**config.mk**
```make
export PLATFORM = sky130hd
export DESIGN_NAME = unack_mode_sdu_segmenter
export DESIGN_NICKNAME = d
export VERILOG_FILES = /design/src/usdu_pkg.sv /design/src/usdu_front.sv /design/src/usdu_queue.sv /design/src/usdu_back.sv /design/src/unack_mode_sdu_segmenter.sv
export VERILOG_INCLUDE_DIRS = /design/src /design/src/src
export SDC_FILE = /design/constraint.sdc
export NUM_CORES = 1
export LEC_CHECK = 0
export BUFFER_PORTS_ARGS = -buffer_cell sky130_fd_sc_hd__buf_4
export CAP_MARGIN = 40
export CORE_ASPECT_RATIO = 0.5
export CORE_MARGIN = 1
export CORE_UTILIZATION = 55
export DETAILED_ROUTE_END_ITERATION = 10
export PLACE_DENSITY_LB_ADDON = 0.15
export SLEW_MARGIN = 20
export SYNTH_ARGS = -nofsm -noshare
export SYNTH_HDL_FRONTEND = slang
export SYNTH_SLANG_ARGS = --single-unit
```
**constraint.sdc**
```tcl
create_clock -name i_clk -period 4.8 [get_ports i_clk]
set_input_delay 0.96 -clock i_clk [delete_from_list [all_inputs] [get_ports i_clk]]
set_output_delay 0.96 -clock i_clk [all_outputs]
set_load 0.1 [all_outputs]
```
**src/unack_mode_sdu_segmenter_assert.svh**
```systemverilog
// ---------------------------------------------------------------------------
// Assertion macros
// Shared concurrent assertion forms for the segmenter; each expects i_clk and
// i_rst_n in the scope of use.
// ---------------------------------------------------------------------------
`ifndef UNACK_MODE_SDU_SEGMENTER_ASSERT_SVH
`define UNACK_MODE_SDU_SEGMENTER_ASSERT_SVH

// same-cycle implication
`define USDU_ASSERT_IMP(label, ante, cons) \
    label: assert property (@(posedge i_clk) disable iff (!i_rst_n) (ante) |-> (cons)) \
        else $error("segmenter check failed");

// next-cycle implication
`define USDU_ASSERT_NXT(label, ante, cons) \
    label: assert property (@(posedge i_clk) disable iff (!i_rst_n) (ante) |=> (cons)) \
        else $error("segmenter check failed");

`endif

```
**src/usdu_pkg.sv**
```systemverilog
// ---------------------------------------------------------------------------
// usdu_pkg
// Types and constants shared by the segmenter modules.
// ---------------------------------------------------------------------------
package usdu_pkg;

    localparam int DEF_LENGTH_WIDTH = 16;
    localparam int DEF_QUEUE_DEPTH  = 2;
    localparam int CFG_IDX_W        = 3;
    localparam int CFG_DATA_W       = 16;

    localparam logic [15:0] RST_MAX_PAYLOAD   = 16'd1024;
    localparam logic [7:0]  RST_CODE_COMPLETE = 8'd0;
    localparam logic [7:0]  RST_CODE_FIRST    = 8'd1;
    localparam logic [7:0]  RST_CODE_MIDDLE   = 8'd2;
    localparam logic [7:0]  RST_CODE_LAST     = 8'd3;

    typedef enum logic [CFG_IDX_W-1:0] {
        CFG_MAX_PAYLOAD   = 3'd0,
        CFG_CODE_COMPLETE = 3'd1,
        CFG_CODE_FIRST    = 3'd2,
        CFG_CODE_MIDDLE   = 3'd3,
        CFG_CODE_LAST     = 3'd4
    } t_cfg_idx;

    typedef enum logic [1:0] {
        PH_CODE   = 2'd0,
        PH_SEQ_LO = 2'd1,
        PH_SEQ_HI = 2'd2,
        PH_DATA   = 2'd3
    } t_phase;

    // one classified item, ready for emission
    typedef struct packed {
        logic        hdr;
        logic [7:0]  code;
        logic [15:0] seq;
        logic [7:0]  data;
        logic        pend;
    } t_desc;

endpackage

```
**src/usdu_front.sv**
```systemverilog
// ---------------------------------------------------------------------------
// usdu_front
// Holds the configuration registers and the unit/segment state; classifies
// each accepted byte into a descriptor for the emitter.
// ---------------------------------------------------------------------------
module usdu_front
    import usdu_pkg::*;
#(
    parameter int LENGTH_WIDTH = DEF_LENGTH_WIDTH
) (
    input  logic                  i_clk,
    input  logic                  i_rst_n,
    input  logic                  i_cfg_we,
    input  logic [CFG_IDX_W-1:0]  i_cfg_index,
    input  logic [CFG_DATA_W-1:0] i_cfg_wdata,
    input  logic                  i_in_valid,
    output logic                  o_in_ready,
    input  logic [7:0]            i_data_byte,
    input  logic [15:0]           i_sdu_length,
    output logic                  o_push,
    output t_desc                 o_desc,
    input  logic                  i_q_ready
);

    localparam int CmpW = (LENGTH_WIDTH > 16) ? LENGTH_WIDTH : 16;

    logic [15:0]             r_max_payload;
    logic [7:0]              r_code_complete;
    logic [7:0]              r_code_first;
    logic [7:0]              r_code_middle;
    logic [7:0]              r_code_last;

    logic [15:0]             r_seq;
    logic [LENGTH_WIDTH-1:0] r_bytes_left;
    logic [15:0]             r_fill;
    logic                    r_split;
    logic                    r_first;

    logic [15:0]             maxp;
    logic [CmpW-1:0]         maxp_ext;
    logic [CmpW-1:0]         len_ext;
    logic [LENGTH_WIDTH-1:0] len_t;
    logic                    opening;
    logic                    drop;
    logic [LENGTH_WIDTH-1:0] bl_cur;
    logic [15:0]             fill_cur;
    logic                    split_cur;
    logic                    first_cur;
    logic                    hdr;
    logic                    pend;
    logic [7:0]              code;
    logic                    fire;

    always_ff @(posedge i_clk) begin
        if (!i_rst_n) begin
            r_max_payload   <= RST_MAX_PAYLOAD;
            r_code_complete <= RST_CODE_COMPLETE;
            r_code_first    <= RST_CODE_FIRST;
            r_code_middle   <= RST_CODE_MIDDLE;
            r_code_last     <= RST_CODE_LAST;
        end else if (i_cfg_we) begin
            case (t_cfg_idx'(i_cfg_index))
                CFG_MAX_PAYLOAD:   r_max_payload   <= i_cfg_wdata;
                CFG_CODE_COMPLETE: r_code_complete <= i_cfg_wdata[7:0];
                CFG_CODE_FIRST:    r_code_first    <= i_cfg_wdata[7:0];
                CFG_CODE_MIDDLE:   r_code_middle   <= i_cfg_wdata[7:0];
                CFG_CODE_LAST:     r_code_last     <= i_cfg_wdata[7:0];
                default: ;
            endcase
        end
    end

    always_comb begin
        maxp      = (r_max_payload == 16'd0) ? 16'd1 : r_max_payload;
        maxp_ext  = CmpW'(maxp);
        len_ext   = CmpW'(i_sdu_length);
        len_t     = len_ext[LENGTH_WIDTH-1:0];
        opening   = (r_bytes_left == '0);
        drop      = opening && (len_t == '0);
        bl_cur    = opening ? len_t : r_bytes_left;
        fill_cur  = opening ? 16'd0 : r_fill;
        split_cur = opening ? (CmpW'(len_t) > maxp_ext) : r_split;
        first_cur = opening ? 1'b1 : r_first;
        hdr       = (fill_cur == 16'd0);
        pend      = (bl_cur == LENGTH_WIDTH'(1))
                    || (({1'b0, fill_cur} + 17'd1) >= {1'b0, maxp});
        if (!split_cur) begin
            code = r_code_complete;
        end else if (first_cur) begin
            code = r_code_first;
        end else if (CmpW'(bl_cur) <= maxp_ext) begin
            code = r_code_last;
        end else begin
            code = r_code_middle;
        end
    end

    assign o_in_ready  = i_q_ready;
    assign fire        = i_in_valid && i_q_ready;
    assign o_push      = fire && !drop;
    assign o_desc.hdr  = hdr;
    assign o_desc.code = code;
    assign o_desc.seq  = r_seq;
    assign o_desc.data = i_data_byte;
    assign o_desc.pend = pend;

    always_ff @(posedge i_clk) begin
        if (!i_rst_n) begin
            r_seq        <= 16'd0;
            r_bytes_left <= '0;
            r_fill       <= 16'd0;
            r_split      <= 1'b0;
            r_first      <= 1'b0;
        end else if (fire && !drop) begin
            r_bytes_left <= bl_cur - LENGTH_WIDTH'(1);
            r_split      <= split_cur;
            if (pend) begin
                r_fill  <= 16'd0;
                r_first <= 1'b0;
                r_seq   <= r_seq + 16'd1;
            end else begin
                r_fill  <= fill_cur + 16'd1;
                r_first <= first_cur;
            end
        end
    end

endmodule

```
**src/usdu_queue.sv**
```systemverilog
// ---------------------------------------------------------------------------
// usdu_queue
// Short descriptor queue between classifier and emitter.
// ---------------------------------------------------------------------------
module usdu_queue
    import usdu_pkg::*;
#(
    parameter int DEPTH = DEF_QUEUE_DEPTH
) (
    input  logic  i_clk,
    input  logic  i_rst_n,
    input  logic  i_push,
    input  t_desc i_desc,
    output logic  o_ready,
    output logic  o_valid,
    output t_desc o_desc,
    input  logic  i_pop
);

    localparam int AW = (DEPTH > 1) ? $clog2(DEPTH) : 1;
    localparam int CW = $clog2(DEPTH + 1);

    t_desc         r_mem [DEPTH];
    t_desc         r_head;
    logic [AW-1:0] r_wptr;
    logic [AW-1:0] r_rptr;
    logic [AW-1:0] n_rptr;
    logic [CW-1:0] r_count;
    logic          do_pop;

    assign o_ready = (r_count != CW'(DEPTH));
    assign o_valid = (r_count != '0);
    assign o_desc  = r_head;
    assign do_pop  = i_pop && o_valid;
    assign n_rptr  = !do_pop ? r_rptr
                   : ((r_rptr == AW'(DEPTH - 1)) ? '0 : r_rptr + AW'(1));

    // hold the next head item in a register; take it straight from the input
    // when it is written in the same cycle
    always_ff @(posedge i_clk) begin
        if (i_push) begin
            r_mem[r_wptr] <= i_desc;
        end
        if (i_push && (r_wptr == n_rptr)) begin
            r_head <= i_desc;
        end else begin
            r_head <= r_mem[n_rptr];
        end
    end

    always_ff @(posedge i_clk) begin
        if (!i_rst_n) begin
            r_wptr  <= '0;
            r_rptr  <= '0;
            r_count <= '0;
        end else begin
            if (i_push) begin
                r_wptr <= (r_wptr == AW'(DEPTH - 1)) ? '0 : r_wptr + AW'(1);
            end
            r_rptr <= n_rptr;
            if (i_push && !do_pop) begin
                r_count <= r_count + CW'(1);
            end else if (!i_push && do_pop) begin
                r_count <= r_count - CW'(1);
            end
        end
    end

endmodule

```
**src/usdu_back.sv**
```systemverilog
// ---------------------------------------------------------------------------
// usdu_back
// Expands each descriptor into its header bytes (when it opens a PDU) and
// its payload byte through an output register.
// ---------------------------------------------------------------------------
module usdu_back
    import usdu_pkg::*;
(
    input  logic       i_clk,
    input  logic       i_rst_n,
    input  logic       i_desc_valid,
    input  t_desc      i_desc,
    output logic       o_pop,
    output logic       o_out_valid,
    input  logic       i_out_ready,
    output logic [7:0] o_out_byte,
    output logic       o_pdu_end,
    output logic       o_run_end
);

`include "unack_mode_sdu_segmenter_assert.svh"

    t_phase     r_phase;
    t_phase     n_phase;
    logic       r_valid;
    logic [7:0] r_byte;
    logic       r_pend;
    logic       r_rend;
    logic       ld;
    logic       last;
    logic [7:0] sel_byte;

    always_ff @(posedge i_clk) begin
        if (!i_rst_n) begin
            r_phase <= PH_CODE;
        end else begin
            r_phase <= n_phase;
        end
    end

    always_comb begin
        ld      = i_desc_valid && (!r_valid || i_out_ready);
        last    = !i_desc.hdr || (r_phase == PH_DATA);
        n_phase = r_phase;
        if (!i_desc.hdr) begin
            sel_byte = i_desc.data;
        end else begin
            case (r_phase)
                PH_CODE:   sel_byte = i_desc.code;
                PH_SEQ_LO: sel_byte = i_desc.seq[7:0];
                PH_SEQ_HI: sel_byte = i_desc.seq[15:8];
                default:   sel_byte = i_desc.data;
            endcase
        end
        if (ld) begin
            case (r_phase)
                PH_CODE:   n_phase = i_desc.hdr ? PH_SEQ_LO : PH_CODE;
                PH_SEQ_LO: n_phase = PH_SEQ_HI;
                PH_SEQ_HI: n_phase = PH_DATA;
                default:   n_phase = PH_CODE;
            endcase
        end
    end

    assign o_pop = ld && last;

    always_ff @(posedge i_clk) begin
        if (!i_rst_n) begin
            r_valid <= 1'b0;
        end else if (ld) begin
            r_valid <= 1'b1;
        end else if (i_out_ready) begin
            r_valid <= 1'b0;
        end
    end

    always_ff @(posedge i_clk) begin
        if (ld) begin
            r_byte <= sel_byte;
            r_pend <= last && i_desc.pend;
            r_rend <= last;
        end
    end

    assign o_out_valid = r_valid;
    assign o_out_byte  = r_byte;
    assign o_pdu_end   = r_pend;
    assign o_run_end   = r_rend;

    `USDU_ASSERT_IMP(a_hdr_no_end, r_valid && !r_rend, !r_pend)
    `USDU_ASSERT_IMP(a_mid_item_held, r_phase != PH_CODE, i_desc_valid && i_desc.hdr)
    `USDU_ASSERT_NXT(a_pop_ends_run, o_pop, r_valid && r_rend)

endmodule

```
**src/unack_mode_sdu_segmenter.sv**
```systemverilog
// ---------------------------------------------------------------------------
// unack_mode_sdu_segmenter
// Cuts service data units into PDUs with a three-byte header (framing code,
// sequence number low byte first).
//
//   channel | signals                                   | direction
//   --------+-------------------------------------------+----------
//   in      | i_in_valid/o_in_ready, data, sdu_length   | input
//   out     | o_out_valid/i_out_ready, byte, ends       | output
//   cfg     | i_cfg_we, i_cfg_index, i_cfg_wdata        | input
//
// A byte inside a PDU passes through the queue and the output register; a
// byte that opens a PDU yields four output bytes from the single emitter
// output register. Input takes one byte per cycle while the descriptor queue
// has room. Synchronous active-low reset clears state and restores the
// configuration defaults; no clearing pass. Either side may stall freely.
// ---------------------------------------------------------------------------
module unack_mode_sdu_segmenter
    import usdu_pkg::*;
#(
    parameter int LENGTH_WIDTH = DEF_LENGTH_WIDTH,
    parameter int QUEUE_DEPTH  = DEF_QUEUE_DEPTH
) (
    input  logic                  i_clk,
    input  logic                  i_rst_n,
    input  logic                  i_cfg_we,
    input  logic [CFG_IDX_W-1:0]  i_cfg_index,
    input  logic [CFG_DATA_W-1:0] i_cfg_wdata,
    input  logic                  i_in_valid,
    output logic                  o_in_ready,
    input  logic [7:0]            i_data_byte,
    input  logic [15:0]           i_sdu_length,
    output logic                  o_out_valid,
    input  logic                  i_out_ready,
    output logic [7:0]            o_out_byte,
    output logic                  o_pdu_end,
    output logic                  o_run_end
);

    logic  push;
    t_desc push_desc;
    logic  q_ready;
    logic  q_valid;
    t_desc q_desc;
    logic  pop;

    usdu_front #(
        .LENGTH_WIDTH (LENGTH_WIDTH)
    ) u_front (
        .i_clk        (i_clk),
        .i_rst_n      (i_rst_n),
        .i_cfg_we     (i_cfg_we),
        .i_cfg_index  (i_cfg_index),
        .i_cfg_wdata  (i_cfg_wdata),
        .i_in_valid   (i_in_valid),
        .o_in_ready   (o_in_ready),
        .i_data_byte  (i_data_byte),
        .i_sdu_length (i_sdu_length),
        .o_push       (push),
        .o_desc       (push_desc),
        .i_q_ready    (q_ready)
    );

    usdu_queue #(
        .DEPTH (QUEUE_DEPTH)
    ) u_queue (
        .i_clk   (i_clk),
        .i_rst_n (i_rst_n),
        .i_push  (push),
        .i_desc  (push_desc),
        .o_ready (q_ready),
        .o_valid (q_valid),
        .o_desc  (q_desc),
        .i_pop   (pop)
    );

    usdu_back u_back (
        .i_clk        (i_clk),
        .i_rst_n      (i_rst_n),
        .i_desc_valid (q_valid),
        .i_desc       (q_desc),
        .o_pop        (pop),
        .o_out_valid  (o_out_valid),
        .i_out_ready  (i_out_ready),
        .o_out_byte   (o_out_byte),
        .o_pdu_end    (o_pdu_end),
        .o_run_end    (o_run_end)
    );

endmodule

```
Yosys cells after proc, flatten, opt, wreduce, memory -nomap -nowiden
Memories as Yosys holds them, arrays and structs flattened. A register that Yosys moved wholly into a read port is not among the register bits.
Cells that the tools add are included.
- logic and storage cells: 94
- bits in writable memories: 68
- register bits after elaboration: 115
- memories: 1
- $lt $le $gt $ge: 3
- add/sub/neg operators: 8
- equality and inequality tests: 9
- reductions and logical operators: 32
- multiplexer cells: 23
- memories (memory ; depth ; bits a word ; rd ports ; clocked after memory_dff ; write ports ; line ; source):
    u_queue.r_mem ; 2 ; 34 ; 1 ; 1 ; 1 ; usdu_queue.sv:23 ; t_desc r_mem [DEPTH];
- operator list (operator ; number):
    logical NOT 16 bit ; 4
    two-way mux 16 bit ; 4
    adder 16 x 1 -> 16 bit (second input constant) ; 2
    two-way mux 8 bit ; 4
    case mux 8 bit (3 select lines) ; 1
    adder 16 x 1 -> 17 bit (second input constant) ; 1
    >= comparator 17 x 16 -> 1 bit ; 1
    equality test 16 x 1 -> 1 bit (second input constant) ; 1
    greater-than comparator 16 bit ; 1
    <= comparator 16 bit ; 1
    subtractor 16 x 1 -> 16 bit (second input constant) ; 1
    AND reduction 2 bit ; 6
    two-way mux 1 bit ; 11
    logical AND 1 bit ; 9
    equality test 3 x 2 -> 1 bit (second input constant) ; 2
    case mux 2 bit (3 select lines) ; 1
    nonzero test 2 bit ; 3
    logical NOT 1 bit ; 5
    equality test 2 bit (second input constant) ; 2
    two-way mux 2 bit ; 2
    equality test 3 x 1 -> 1 bit (second input constant) ; 1
    equality test 3 bit (second input constant) ; 1
    logical NOT 3 bit ; 1
    logical OR 1 bit ; 3
    other kinds (6) ; 7

Logic depth before layout (Yosys ltp)
Gate-level depths: netlist (run 1).
- depth after elaboration: 8
- depth in mapped cells: 21

Hierarchy
From an unflattened synthesis (run 1), not the netlist that was laid out.
- cell total of the unflattened synthesis: 1009
- area, all modules: 9755.6 um^2
- modules (own cells, without submodules) (module ; cells an instance ; sequential area each (um^2) ; area an instance (um^2) ; times used):
    usdu_front ; 819 ; 1961.9 ; 6362.4 ; 1
    usdu_queue ; 127 ; 2142.1 ; 2670.1 ; 1
    usdu_back ; 63 ; 360.3 ; 723.2 ; 1

Worst setup path after synthesis (run 1)
Ideal clock, no wire load.
- path type: register to register
- from: reg u_front.r_bytes_left[11]
- to: mem u_queue.r_mem[0][31] (netlist name) (data pin)
- clock period less this slack: 3.891 ns
- data required time: 4.523 ns
- data arrival time: 3.614 ns
- stages on the path, launching flop included: 15
- slack: 0.909 ns
- library setup time: 0.277 ns
- buffers on the path: 2
- cells stage by stage: dfxtp_1 > nor4_2 > nand3_1 > nor2_1 > clkbuf_1 > buf_1 > a21o_1 > ha_1 > nor2b_1 > o211ai_1 > a21o_1 > a211oi_1 > nor3b_1 > a2111oi_0 > o21ai_0
- RTL lines (element ; line ; source):
    start, declared ; usdu_front.sv:34 ; logic [LENGTH_WIDTH-1:0] r_bytes_left;
    start signal, assigned ; usdu_front.sv:115 ; r_bytes_left <= bl_cur - LENGTH_WIDTH'(1);
    end, declared ; usdu_queue.sv:23 ;

Final worst setup path (run 1)
- from: reg u_front.r_bytes_left[7]
- to: reg u_front.r_seq[9]
- cells in the longest elaborated chain, start to end: 6
- elaborated cells on any way between the ends: 11
- those cells by class: 1 x add/sub; 1 x order compare; 1 x eq/ne; 2 x mux; 6 x reduce/logical
- RTL lines (element ; line ; source):
    logical NOT 16 bit ; usdu_front.sv:78 ; opening = (r_bytes_left == '0);
    two-way mux 16 bit ; usdu_front.sv:81 ; fill_cur = opening ? 16'd0 : r_fill;
    adder 16 x 1 -> 17 bit ; usdu_front.sv:86 ; || (({1'b0, fill_cur} + 17'd1) >= {1'b0, maxp});
    >= comparator 17 x 16 -> 1 bit ; usdu_front.sv:86 ;
    logical OR 1 bit ; usdu_front.sv:86 ;
    AND reduction 2 bit (no source line) (*) ; - ;
    end signal, assigned ; usdu_front.sv:120 ; r_seq <= r_seq + 16'd1;
    end, declared ; usdu_front.sv:33 ; logic [15:0] r_seq;
Mark *: on every way between the ends. The rest lies on a longest branch, timed or not.
A chain may end at the register's enable or synchronous reset.

==> impl_metrics.json, run 1 <==
{
  "io_pins": 60,
  "avgViaCountPerCell": 5.98,
  "crit_arrival_ps": 4820,
  "postCtsHoldBufs": 0,
  "n_antenna_cell": 0,
  "coreArea_um2": 16400,
  "yosysUniqueCellTypes": 70,
  "cap_violations": 0,
  "min_period_ps": 4470,
  "cts_tree": "built",
  "syn_nets": 1095,
  "synth_compound_area_frac": 0.172,
  "synthSimpleGateAreaFrac": 0.189,
  "finalSetupTns_ps": 0,
  "grt_max_degree": 58,
  "dieArea_um2": 17500,
  "grt_usage": 0.272,
  "startpoint_type": "flip-flop",
  "avgSynthCellArea_um2": 9.41,
  "cts_buffers": 17,
  "worstSetupPathType": "reg2reg",
  "ir_drop_mv": 0.391,
  "h-tree-depth": 4,
  "leakagePower_uw": 0.00399,
  "slew-limit-headroom": 0.433,
  "ys_seq_area_frac": 0.480,
  "status": "completed",
  "area_growth_pct": 14.1,
  "clockBufferDepth": 2,
  "synth_top_family_by_area": "simple AND/OR/NAND/NOR gates",
  "first_global_vias": 7161,
  "synthMuxAreaShare": 0.0206,
  "cts_sinks": 184,
  "async_flop_share": 0,
  "layout.nets": 1144,
  "port_buffers": 59,
  "grt_overflow": 0,
  "wl_per_cell_um": 17.9,
  "placedInstanceArea_um2": 10000,
  "power_uw": 6520,
  "clk_transition_reported_paths_ps": 70,
  "synthAdderAreaFrac": 0.0794,
  "start_util": 0.566,
  "firstDrtPassIters": 5,
  "drt_iter0_markers": 528,
  "syn_area_um2": 9300,
  "max_freq_mhz": 223,
  "worst_pin_slew_ps": 848,
  "syn_inst": 988,
  "die_h_um": 93.9,
  "synth_edf_count": 78,
  "place_congestion": 0.875,
  "final.period_utilization": 0.932,
  "route.vias.total": 7632,
  "rsz0062_at_grt": "no",
  "hpwl_um": 15900,
  "synth_warnings": 0,
  "synth_seq_cells": 184,
  "die_w_um": 186,
  "cellPowerDensity_nw_per_um2": 615,
  "ctsResizeCount": 0,
  "hp-class": "reg2reg",
  "slew_viol_final": 0,
  "yosys_most_used_dff": "dfxtp_1",
  "clock_latency_ps": 440,
  "final_cell_area_um2": 10600,
  "finalClockSkew_ps": 12.8,
  "finalSetupViolCount": 0,
  "rows": 33,
  "grt_pass1_wl_um": 36300,
  "drc_errors": 0,
  "hold_ws_ps": 450,
  "endpoint_kind": "flip-flop",
  "cts_setup_buffers": 0,
  "drt-total-wl_um": 22800,
  "cp.required_ps": 5150,
  "cts-root-buf": "clkbuf_16",
  "drtAntennaViolNets": 0,
  "synthXorXnorAreaFrac": 0.0236,
  "hold_viol_final": 0,
  "drive_above_1_share": 0.120,
  "antenna_found_initial": 0,
  "r2r_slack_ps": 330,
  "critPathMaxFanout": 31
}
worst paths after layout:
kind,from,endpoint,cells after the start
worst max-delay path,u_front.r_bytes_left[7],u_front.r_seq[9],19
worst min-delay path,u_queue.r_rptr,flip-flop,1
worst max register to register,u_front.r_bytes_left[7],u_front.r_seq[9],19
worst min register to register,u_queue.r_rptr,flip-flop,1
registers in the layout, summed over array words and instances (netlist names), 16 cells and up, named ones only:
signal                 count
u_front.r_fill            16
u_front.r_max_payload     16
u_front.r_seq             16
u_front.r_bytes_left      16
u_queue.r_mem             68
cell usage in the layout (no fill, tap or decap), drive strengths merged, types with 11 or more instances in the layout:
| master | count |
|---|---|
| a211oi | 12 |
| a21o | 19 |
| a21oi | 117 |
| buf | 73 |
| clkbuf | 17 |
| dfxtp | 106 |
| edfxtp | 78 |
| ha | 59 |
| inv | 46 |
| mux2i | 18 |
| nand2 | 152 |
| nand3 | 48 |
| nand4 | 17 |
| nor2 | 56 |
| nor3 | 11 |
| o21ai | 39 |
| o31ai | 12 |
| or4 | 11 |
| xnor2 | 12 |
| xor2 | 13 |
layout make-up:
cell class | instances | area (µm²)
clock buffers | 17 | 425
clock inverters | 15 | 181
repair buffers | 73 | 581
well taps | 227 | 284
fillers | 1360 | 5830
flip-flops and latches | 184 | 4460
multi-input cells | 721 | 4520
inverters | 40 | 150
synthesized netlist by cell type (all sizes together) (4+ instances only):
library cell	number	share of area
a211oi	12	0.0097
a21o	19	0.015
a21oi	117	0.063
a221oi	8	0.0075
a22o	6	0.0057
a22oi	8	0.0065
and2	9	0.0061
and3	9	0.0061
buf	11	0.0063
clkbuf	32	0.013
dfxtp	106	0.23
edfxtp	78	0.25
ha	59	0.079
inv	38	0.015
mux2i	18	0.019
nand2	152	0.062
nand2b	5	0.0034
nand3	48	0.026
nand4	17	0.011
nor2	56	0.023
nor2b	6	0.0040
nor3	11	0.0059
nor3b	9	0.0078
nor4	10	0.0097
o21ai	39	0.021
o22ai	9	0.0067
o31ai	12	0.010
or2	4	0.0027
or3	10	0.0067
or4	11	0.0093
xnor2	12	0.011
xor2	13	0.012
where the power goes:
part,switching (µW),internal (µW)
Sequential,131,1970
Clock,673,790
Combinational,1950,1010
Total,2760,3770
worst max-delay path, stage by stage (launching register included):
cell and delay [ps]:
dfxtp_1 340, nor4_2 470, and2_1 290, nand2_2 190, and2_1 230, ha_1 250, nand4_1 100, nor2_1 80
nand4_1 110, xor2_1 150, nor2_1 80, ha_1 300, nand4_1 120, or2_2 300, nor2_1 110, o2bb2ai_1 190
o31ai_4 80, buf_4 260, or4_1 550, a21oi_1 180
routing by layer:
metal	wire, µm	vias up	part of all wire	global-route usage
met5	0	-	0	0
met4	488	0	0.021	0.0915
met3	1440	40	0.063	0.0547
met2	10500	281	0.46	0.434
met1	10400	3609	0.46	0.370
li1	-	3702	-	-
cell families after synthesis:
family | Yosys count
muxes | 19
xor gates and xnor gates | 25
buffers and inverters | 83
adders and majority gates | 59
and+or+nand+nor | 363
DFF | 184
AOI/OAI and AO/OA | 255
through the flow:
stage          cells   util  setup WS (ps)
5_1_grt         1277  0.645            108
3_5_place_dp    1245  0.608            442
2_1_floorplan    988      -            909
4_1_cts         1277  0.645            371
3_3_place_gp    1244  0.607            630
6_report        1277  0.645            326
Note: power is estimated with default switching activity, not from simulation.
==> inputs of run 2 (changes only) <==
--- a/config.mk
+++ b/config.mk
@@ -12,7 +12,7 @@
 export CORE_MARGIN = 1
 export CORE_UTILIZATION = 55
 export DETAILED_ROUTE_END_ITERATION = 10
-export PLACE_DENSITY_LB_ADDON = 0.15
+export PLACE_DENSITY = 0.77
 export SLEW_MARGIN = 20
 export SYNTH_ARGS = -nofsm -noshare
 export SYNTH_HDL_FRONTEND = slang
==> constraint.sdc (replaced) <==
create_clock -name i_clk -period 5.77 [get_ports i_clk]
set_input_delay 1.154 -clock i_clk [delete_from_list [all_inputs] [get_ports i_clk]]
set_output_delay 1.154 -clock i_clk [all_outputs]
set_load 0.1 [all_outputs]
==> run 2 against run 1 <==
Compared with the run above: the flow now finishes with violations (design-rule violations); die area stayed put; register-to-register slack better by 700 ps; flip-flop and latch count stayed put; cell count is 0.16% lower; global-route usage hardly changed; power is 19% lower; clock-buffer cell count is 1 higher; design area is 0.63% lower; non-clock buffer count is 2 lower; sequential share of layout area is 0.26 points higher; critical path type unchanged.
==> impl_metrics.json, run 2 (synthesis gave the netlist of run 1 again) <==
{
  "n_antenna_cell": 0,
  "dieArea_um2": 17500,
  "min_period_ps": 4750,
  "crit_top_cell": "a21oi_1",
  "io_pins": 60,
  "cts_sinks": 184,
  "violations": "design-rule violations",
  "final_cell_mix": "nand2_1, a21oi_1, dfxtp_1",
  "worst_pin_slew_ps": 764,
  "placedInstanceArea_um2": 9970,
  "first_global_vias": 7230,
  "ir_drop_mv": 0.499,
  "grt_usage": 0.272,
  "largest_reg_flops": 68,
  "port_buffers": 59,
  "drive_above_1_share": 0.118,
  "grt_max_degree": 41,
  "antenna_found_initial": 0,
  "final_cell_area_um2": 10500,
  "slew-limit-headroom": 0.490,
  "wl_per_cell_um": 18.2,
  "max_stage_delay_ps": 680,
  "cap_violations": 0,
  "rsz0062_at_grt": "no",
  "hpwl_um": 16200,
  "drtAntennaViolNets": 0,
  "die_w_um": 186,
  "avgViaCountPerCell": 6.05,
  "startpoint_type": "flip-flop",
  "final.period_utilization": 0.823,
  "max_freq_mhz": 211,
  "area_growth_pct": 13.4,
  "die_h_um": 93.9,
  "layout.nets": 1142,
  "mostFrequentLayoutCell": "nand2_1",
  "drt_iter0_markers": 608,
  "cts-root-buf": "clkbuf_16",
  "cp.required_ps": 5920,
  "firstDrtPassIters": 9,
  "crit_arrival_ps": 4900,
  "hold_viol_final": 0,
  "drc_errors": 2,
  "grt_overflow": 0,
  "leakagePower_uw": 0.00396,
  "clockBufferDepth": 2,
  "cts_tree": "built",
  "path_cells": "nor4_2, nand3_1, nor2_2, a21oi_1, inv_1, ha_1, and3_1, a221o_1, a211oi_1, a21oi_1, a2111oi_0, o21ai_0",
  "cts_buffers": 17,
  "clock_latency_ps": 440,
  "route.vias.total": 7719,
  "critical_path.slowest_cell": "nor2_2",
  "place_congestion": 0.930,
  "finalClockSkew_ps": 12.0,
  "rows": 33,
  "status": "complete, but fails checks",
  "regMostFlops": "u_queue.r_mem",
  "drt-total-wl_um": 23200,
  "finalSetupViolCount": 0,
  "endpoint_kind": "flip-flop",
  "h-tree-depth": 4,
  "cellPowerDensity_nw_per_um2": 501,
  "worstSetupPathType": "reg2reg",
  "postCtsHoldBufs": 0,
  "power_uw": 5280,
  "utilization": 0.641,
  "critPathMaxFanout": 19,
  "coreArea_um2": 16400,
  "grt_pass1_wl_um": 36700,
  "slew_viol_final": 0,
  "hp-class": "reg2reg",
  "clk_transition_reported_paths_ps": 70,
  "cts_setup_buffers": 0,
  "ctsResizeCount": 0,
  "start_util": 0.566,
  "finalSetupTns_ps": 0
}
==> run 2: cell types whose count changed in the layout (fill, tap and decap cells not counted), sizes merged <==
| cell | before | now |
|---|---|---|
| clkinvlp | 2 | 0 |
| clkinv | 5 | 8 |
| buf | 73 | 71 |
| clkbuf | 17 | 18 |
| bufinv | 2 | 0 |
==> run 2: where the power goes <==
group | internal (µW) | switching (µW)
Sequential | 1640 | 110
Clock | 574 | 560
Combinational | 785 | 1610
Total | 3000 | 2280
==> run 2: worst max-delay path: cells and delay by family (launching register included) <==
kind	cells	cell delay [ps]
flip-flops	1	340
buffers and inverters	1	110
AND/OR/NAND/NOR	4	1670
adder cells (fa/ha/maj)	1	240
AO/OA/AOI/OAI	6	2080
==> run 2: worst paths after layout <==
check / endpoint / from / slack [ps] / cells past startpoint
worst max-delay path: u_queue.r_mem[0][31] / u_front.r_bytes_left[11] / 1020 / 12
worst min-delay path: u_front.r_code_middle[6] / u_front.r_code_middle[6] / 460 / 2
worst max register to register: u_queue.r_mem[0][31] / u_front.r_bytes_left[11] / 1020 / 12
worst min register to register: u_front.r_code_middle[6] / u_front.r_code_middle[6] / 460 / 2
==> run 2: layout make-up <==
type	count	area, µm²
Tap cell	227	284
Sequential cell	184	4460
Clock inverter	14	139
Clock buffer	18	429
Multi-Input combinational cell	721	4520
Inverter	40	150
Timing Repair Buffer	71	558
Fill cell	1341	5890
==> run 2: through the flow <==
| stage | hold slack (ps) | setup slack, ps | std cells |
|---|---|---|---|
| 2_1_floorplan | 426 | 1880 | 988 |
| 3_3_place_gp | 439 | 1320 | 1239 |
| 3_5_place_dp | 445 | 1260 | 1242 |
| 4_1_cts | 457 | 1230 | 1274 |
| 5_1_grt | 474 | 627 | 1275 |
| 6_report | 457 | 1020 | 1275 |
==> run 2: routing by layer <==
layer,share of wire,GRT usage
met3,0.060,0.0446
met1,0.46,0.364
met2,0.46,0.446
met5,0,0
met4,0.024,0.100
